$ cat config.mk
export PLATFORM = sky130hd
export DESIGN_NAME = dhps_pointer_unit
export DESIGN_NICKNAME = d
export VERILOG_FILES = /design/src/rtl/dhps_pkg.sv /design/src/rtl/dhps_pointer_unit.sv
export VERILOG_INCLUDE_DIRS = /design/src /design/src/rtl
export SDC_FILE = /design/constraint.sdc
export NUM_CORES = 1
export LEC_CHECK = 0
export CAP_MARGIN = 20
export CORE_UTILIZATION = 51
export CTS_BUF_LIST = sky130_fd_sc_hd__clkbuf_2 sky130_fd_sc_hd__clkbuf_4 sky130_fd_sc_hd__clkbuf_8
export DETAILED_ROUTE_END_ITERATION = 8
export DONT_BUFFER_PORTS = 1
export GPL_ROUTABILITY_DRIVEN = 1
export PLACE_DENSITY = 0.77
export SLEW_MARGIN = 20
export SYNTH_ARGS = -nofsm -noshare
export SYNTH_HDL_FRONTEND = slang
export SYNTH_SLANG_ARGS = --single-unit
$ cat constraint.sdc
create_clock -name clock -period 4.2 [get_ports clock]
set_input_delay 0.21 -clock clock [delete_from_list [all_inputs] [get_ports clock]]
set_output_delay 0.21 -clock clock [all_outputs]
set_load 0.01 [all_outputs]
$ cat src/rtl/assert_macros.svh
// ----------------------------------------------------------------------------
// Assertion macros
// Shared concurrent assertion helpers for the pitch shifter RTL.
// ----------------------------------------------------------------------------
`ifndef ASSERT_MACROS_SVH
`define ASSERT_MACROS_SVH

`ifndef SYNTHESIS

// prop holds at every clock edge outside reset
`define DHPS_ASSERT_HOLD(label, clk, rst, prop) \
   label: assert property (@(posedge clk) disable iff (rst) (prop)) \
      else $error("dhps assertion failed");

// ante implies cons in the same cycle
`define DHPS_ASSERT_IMPL(label, clk, rst, ante, cons) \
   label: assert property (@(posedge clk) disable iff (rst) (ante) |-> (cons)) \
      else $error("dhps assertion failed");

// ante implies cons in the next cycle
`define DHPS_ASSERT_NEXT(label, clk, rst, ante, cons) \
   label: assert property (@(posedge clk) disable iff (rst) (ante) |=> (cons)) \
      else $error("dhps assertion failed");

`else

`define DHPS_ASSERT_HOLD(label, clk, rst, prop)
`define DHPS_ASSERT_IMPL(label, clk, rst, ante, cons)
`define DHPS_ASSERT_NEXT(label, clk, rst, ante, cons)

`endif

`endif

$ cat src/rtl/dhps_pkg.sv
// ----------------------------------------------------------------------------
// dhps_pkg
// Constants and types shared by the dual head pitch shifter modules.
// ----------------------------------------------------------------------------
`default_nettype none

package dhps_pkg;

   // delay store geometry (depth must be a power of two)
   localparam int STORE_DEPTH   = 4096;
   localparam int FRACTION_BITS = 16;
   localparam int ADDR_W        = $clog2(STORE_DEPTH);
   localparam int POS_W         = ADDR_W + FRACTION_BITS;

   localparam int SAMPLE_W = 32;
   localparam int DIFF_W   = SAMPLE_W + 1;

   // unsigned Q1.16 crossfade weight, 0..65536
   localparam int WEIGHT_BITS = 16;
   localparam int WEIGHT_W    = WEIGHT_BITS + 1;
   localparam logic [WEIGHT_W-1:0] WEIGHT_ONE = {1'b1, {WEIGHT_BITS{1'b0}}};

   // shared multiplier: signed difference times unsigned weight or fraction
   localparam int MULW_W = (FRACTION_BITS > WEIGHT_W) ? FRACTION_BITS : WEIGHT_W;
   localparam int PROD_W = DIFF_W + MULW_W + 1;

   // pitch step register, unsigned 2.16
   localparam int PITCH_W = 18;
   localparam logic [PITCH_W-1:0] PITCH_RESET = PITCH_W'(65536);
   localparam int STEP_UP = (FRACTION_BITS >= 16) ? FRACTION_BITS - 16 : 0;
   localparam int STEP_DN = (FRACTION_BITS < 16) ? 16 - FRACTION_BITS : 0;
   localparam int STEP_W  = PITCH_W + STEP_UP;

   // STORE_DEPTH in head format, and half of it
   localparam logic [POS_W:0]   DEPTH_FX = {1'b1, {POS_W{1'b0}}};
   localparam logic [POS_W-1:0] HALF_FX  = {1'b1, {(POS_W-1){1'b0}}};

   localparam logic [ADDR_W-1:0] CLEAR_LAST = ADDR_W'(STORE_DEPTH - 1);

   typedef struct packed {
      logic                en;
      logic [ADDR_W-1:0]   addr;
      logic [SAMPLE_W-1:0] data;
   } store_wr_type;

   typedef struct packed {
      logic [ADDR_W-1:0]        wr_addr;
      logic [ADDR_W-1:0]        h1_lo;
      logic [ADDR_W-1:0]        h1_hi;
      logic [FRACTION_BITS-1:0] h1_frac;
      logic [ADDR_W-1:0]        h2_lo;
      logic [ADDR_W-1:0]        h2_hi;
      logic [FRACTION_BITS-1:0] h2_frac;
      logic [WEIGHT_W-1:0]      fade1;
   } ptr_type;

endpackage

`default_nettype wire

$ cat src/rtl/dhps_pointer_unit.sv
// ----------------------------------------------------------------------------
// dhps_pointer_unit
// Write index, two read heads, pitch step register and crossfade weight.
// ----------------------------------------------------------------------------
`default_nettype none

`include "assert_macros.svh"

module dhps_pointer_unit (
   input  wire logic                           clock,
   input  wire logic                           reset,
   input  wire logic                           csr_we,
   input  wire logic [dhps_pkg::PITCH_W-1:0]   csr_data,
   input  wire logic                           advance,
   output dhps_pkg::ptr_type                   ptr
);

   logic [dhps_pkg::PITCH_W-1:0]  pitch_ff;
   logic [dhps_pkg::ADDR_W-1:0]   wi_ff;
   logic [dhps_pkg::POS_W-1:0]    h1_ff;
   logic [dhps_pkg::POS_W-1:0]    h2_ff;
   logic [dhps_pkg::POS_W-1:0]    dist_ff;
   logic [dhps_pkg::POS_W-1:0]    dist_in;
   logic [dhps_pkg::WEIGHT_W-1:0] fade_ff;
   logic [dhps_pkg::WEIGHT_W-1:0] fade_in;
   logic [dhps_pkg::POS_W-1:0]    step_fx;
   logic [dhps_pkg::POS_W:0]      twice;
   logic [dhps_pkg::POS_W:0]      away;
   logic [dhps_pkg::POS_W:0]      closeness;
   logic [dhps_pkg::POS_W+dhps_pkg::WEIGHT_BITS:0] scaled;

   // 2.16 step aligned to the head fraction width
   assign step_fx = dhps_pkg::POS_W'(
      (dhps_pkg::STEP_W'(pitch_ff) << dhps_pkg::STEP_UP) >> dhps_pkg::STEP_DN);

   // head one's distance behind the write index, modulo the store
   assign dist_in = {wi_ff, {dhps_pkg::FRACTION_BITS{1'b0}}} - h1_ff;

   // triangle window: 1 - |2*dist/N - 1|, scaled by 2^16 / N (a bit slice)
   always_comb begin
      twice = {dist_ff, 1'b0};
      if (twice >= dhps_pkg::DEPTH_FX) begin
         away = twice - dhps_pkg::DEPTH_FX;
      end else begin
         away = dhps_pkg::DEPTH_FX - twice;
      end
      closeness = dhps_pkg::DEPTH_FX - away;
      scaled    = {closeness, {dhps_pkg::WEIGHT_BITS{1'b0}}};
      fade_in   = scaled[dhps_pkg::POS_W+dhps_pkg::WEIGHT_BITS:dhps_pkg::POS_W];
   end

   always_ff @(posedge clock) begin
      if (reset) begin
         pitch_ff <= dhps_pkg::PITCH_RESET;
         wi_ff    <= '0;
         h1_ff    <= '0;
         h2_ff    <= dhps_pkg::HALF_FX;
         dist_ff  <= '0;
         fade_ff  <= '0;
      end else begin
         if (csr_we) begin
            pitch_ff <= csr_data;
         end
         if (advance) begin
            wi_ff <= wi_ff + dhps_pkg::ADDR_W'(1);
            // power-of-two store: the wrap is the carry out
            h1_ff <= h1_ff + step_fx;
            h2_ff <= h2_ff + step_fx;
         end
         dist_ff <= dist_in;
         fade_ff <= fade_in;
      end
   end

   always_comb begin
      ptr.wr_addr = wi_ff;
      ptr.h1_lo   = h1_ff[dhps_pkg::POS_W-1:dhps_pkg::FRACTION_BITS];
      ptr.h1_hi   = h1_ff[dhps_pkg::POS_W-1:dhps_pkg::FRACTION_BITS] + dhps_pkg::ADDR_W'(1);
      ptr.h1_frac = h1_ff[dhps_pkg::FRACTION_BITS-1:0];
      ptr.h2_lo   = h2_ff[dhps_pkg::POS_W-1:dhps_pkg::FRACTION_BITS];
      ptr.h2_hi   = h2_ff[dhps_pkg::POS_W-1:dhps_pkg::FRACTION_BITS] + dhps_pkg::ADDR_W'(1);
      ptr.h2_frac = h2_ff[dhps_pkg::FRACTION_BITS-1:0];
      ptr.fade1   = fade_ff;
   end

   // heads always stay half a store apart
   `DHPS_ASSERT_HOLD(a_head_gap, clock, reset, dhps_pkg::POS_W'(h2_ff - h1_ff) == dhps_pkg::HALF_FX)
   // weight never exceeds one
   `DHPS_ASSERT_HOLD(a_fade_range, clock, reset, fade_ff <= dhps_pkg::WEIGHT_ONE)

endmodule

`default_nettype wire

==> flow_summary.yaml <==
hold_path:
  hp-class: "in -> reg"
  holdPathEnd: "fade_ff[8]"
  holdPathStages: 2
  min_from: "reset"
sta:
  tightest_slew_ns: 0.828
  setup_ws_ns: 0.601
  finalCriticalPeriod_ns: 3.60
  rsz0062_at_grt: "no"
  fmax_ghz: 0.278
  period_share: 0.857
  fin_skew_ns: 0.0127
  tns_ns: 0
  slew_violations: 0
  maxSlewHeadroom: 0.445
  setup_viol: 0
  finalHoldViolCount: 0
cts:
  cts_root_buf: "clkbuf_8"
  cts.htree.levels: 4
  postCtsHoldBufs: 40
  clockBufferDepth: 2
  numCtsBuffers: 17
  cts.sinks: 131
  cts_resized: 0
  clock_latency_ns: 0.46
  tritoncts: "done"
  path_clk_slew_ns: 0.07
  post_cts_buffers: 0
place:
  hpwl_um: 13600
  post-place-ws_ns: 0.658
  portBuffers: 0
  globalplace.congestion: 0.891
global_route:
  grt_max_degree: 136
  grt-ovfl-total: 0
  grt_pass1_wl_um: 32800
  grt_pass1_vias: 6657
  antenna_found_initial: 0
  grtUsageTotal: 0.250
route:
  drtIter0Drc: 593
  route.met2.wl_um: 9320
  vias: 7214
  wl_per_cell_um: 16.3
  wl_met3_um: 1140
  route.detailed.drc: 0
  drt_first_pass_iters: 5
  via_per_inst: 5.86
  wl_met1_um: 9050
  ant_nets: 0
  dr.max_layer_used: "met4"
  drt_wl_total_um: 20100
setup_path:
  r2r_start: "dist_ff[5]"
  crit_path_end_kind: "flip-flop"
  max_stage_delay_ns: 0.76
  r2r_end: "fade_ff[16]"
  startpoint_type: "flip-flop"
  worst_ep_arrival_time_ns: 3.93
  cp_slowest_cell: "or4_1"
  r2r_slack_ns: 0.60
  path_max_fanout: 9
  crit_chain: "or4_1 -> nor4_2 -> a21oi_1 -> o32ai_1 -> nand4_1 -> nor4_4 -> nand4b_1 -> mux2_1"
  criticalPathCategory: "reg -> reg"
  cp_num_buf_inv: 0
  reg2regPathDepth: 8
  cp.required_ns: 4.53
  cp_top_family: "simple AND/OR/NAND/NOR gates"
floorplan:
  die_w_um: 129
  rows: 46
  fp.coreArea_um2: 15800
  die_y_um: 129
  die_area_um2: 16700
  io_pins: 131
  start_util: 0.520
logic_synthesis:
  syn_inst: 982
  ys_seq_area_frac: 0.318
  ys_types: 75
  synth_top_area_frac: 0.318
  ys_warn_count: 0
  netlist_area_um2: 8240
  ys_seq_elements: 131
  synth.avg_cell_area_um2: 8.39
  async_reset_ff_frac: 0
  ys.flop_type: "dfxtp_1"
  synth_edf_count: 0
  synth_fp_nets: 1058
  ys_top_cells_by_area: "dfxtp_1 (32%), ha_1 (7.9%), nor2_1 (6.9%)"
  synth_largest_area_cell: "dfxtp_1"
run_status:
  status: "finished, final reports clean"
finish:
  fill_cells: 1356
  area_growth_pct: 11.7
  diodes: 0
  final_net_count: 1079
  drive_gt1_frac: 0.0542
power:
  power.leakage_nw: 3.74
  swShare: 0.332
  p_per_area_nw_per_um2: 395
  pwr-share-comb: 0.260
  p_int_mw: 2.43
  sequentialPowerShare: 0.427
  p_clk_frac: 0.313
  max-vdd-ir-drop_mv: 0.205
  p_switching_mw: 1.21
job:
  cap_violations: 0
layout by cell type (no fill, tap or decap), drive strengths merged, types with 6 or more instances in the layout:
cell	synthesis	final
clkinv	1	6
or4	10	10
nor3	31	31
a211oi	14	14
a21o	12	12
and2	6	6
a31oi	13	13
nand2	42	42
nand2b	13	13
nand4	12	12
nand3	34	34
inv	34	34
clkbuf	31	22
mux2i	46	46
o21ai	35	35
xnor2	61	61
nor2b	8	8
a21oi	54	54
nor4	15	15
or3	16	16
o21bai	7	7
dfxtp	131	131
ha	52	52
and3	7	7
nor2	151	151
xor2	49	49
dlygate4sd3	0	38
worst reg2reg max path, delay by kind of cell, from the launching register on:
family | cells | cell delay, ns
multiplexers | 1 | 0.34
AND/OR/NAND/NOR | 5 | 2.21
AO/OA/AOI/OAI | 2 | 0.59
flip-flops | 1 | 0.35
metal layers:
layer	vias to the layer above	global-route usage
met5	-	0
met4	0	0.114
met3	43	0.0491
met2	221	0.410
met1	3380	0.319
li1	3570	-
sequential cells by signal (all words and copies together) (netlist names):
name	cells
dist_ff	28
h2_ff	28
fade_ff	17
pitch_ff	18
wi_ff	12
h1_ff	28
through the flow:
step	util	cells	area [um2]	hold slack [ns]	power, mW
global placement	0.528	1160	8350	0.294	2.42
floorplan	-	982	8240	0.332	2.31
finish	0.581	1231	9200	0.0273	3.63
CTS	0.581	1231	9200	0.00108	3.64
detailed placement	0.528	1160	8350	0.295	2.44
global route	0.581	1231	9200	0.0191	3.84
layout make-up:
type	instances	area, um2	area share
clock buffer	22	284	0.0309
clock inverter	9	130	0.0141
inverter	35	131	0.0143
multi-input combinational	776	5310	0.577
sequential	131	2620	0.285
tap	216	270	0.0294
timing repair buffer	42	450	0.0490
cell families (layout without fill, tap and decap cells):
group	count (synthesis)	count (layout)	synth area share
compound gates	193	193	0.154
mux	50	50	0.0614
buf+inv	75	108	0.0366
xor+xnor	110	110	0.117
flops	131	131	0.318
fa+ha+maj	54	54	0.0839
simple gates	369	369	0.229
Yosys cell counts (all sizes together), types with 5 or more instances:
| library cell | number |
|---|---|
| nor2 | 151 |
| dfxtp | 131 |
| xnor2 | 61 |
| a21oi | 54 |
| ha | 52 |
| xor2 | 49 |
| mux2i | 46 |
| nand2 | 42 |
| o21ai | 35 |
| inv | 34 |
| nand3 | 34 |
| clkbuf | 31 |
| nor3 | 31 |
| or3 | 16 |
| nor4 | 15 |
| a211oi | 14 |
| a31oi | 13 |
| nand2b | 13 |
| a21o | 12 |
| nand4 | 12 |
| or4 | 10 |
| buf | 9 |
| nor2b | 8 |
| and3 | 7 |
| o21bai | 7 |
| and2 | 6 |
| a211o | 5 |
| a31o | 5 |
| o21a | 5 |
| o31ai | 5 |
how the worst max path moves through the flow:
stage                     from          end  slack [ns]  depth (start not counted)
finish              dist_ff[5]  fade_ff[16]        0.60                          8
global route        dist_ff[5]  fade_ff[16]        0.39                          8
CTS                 dist_ff[5]  fade_ff[16]        0.61                          8
detailed placement  dist_ff[5]  fade_ff[16]        0.66                          8
global placement    dist_ff[5]  fade_ff[16]        0.74                          8
floorplan           dist_ff[5]  fade_ff[16]        0.97                         10
power groups by stage:
stage	registers, mW	clock network, mW	logic [mW]
after floorplan	1.53	0	0.780
after detailed placement	1.58	0	0.861
after CTS	1.55	1.16	0.935
after global routing	1.57	1.21	1.05
after global placement	1.57	0	0.841
final	1.55	1.14	0.946
No activity file was read; power rests on OpenSTA's default activity.
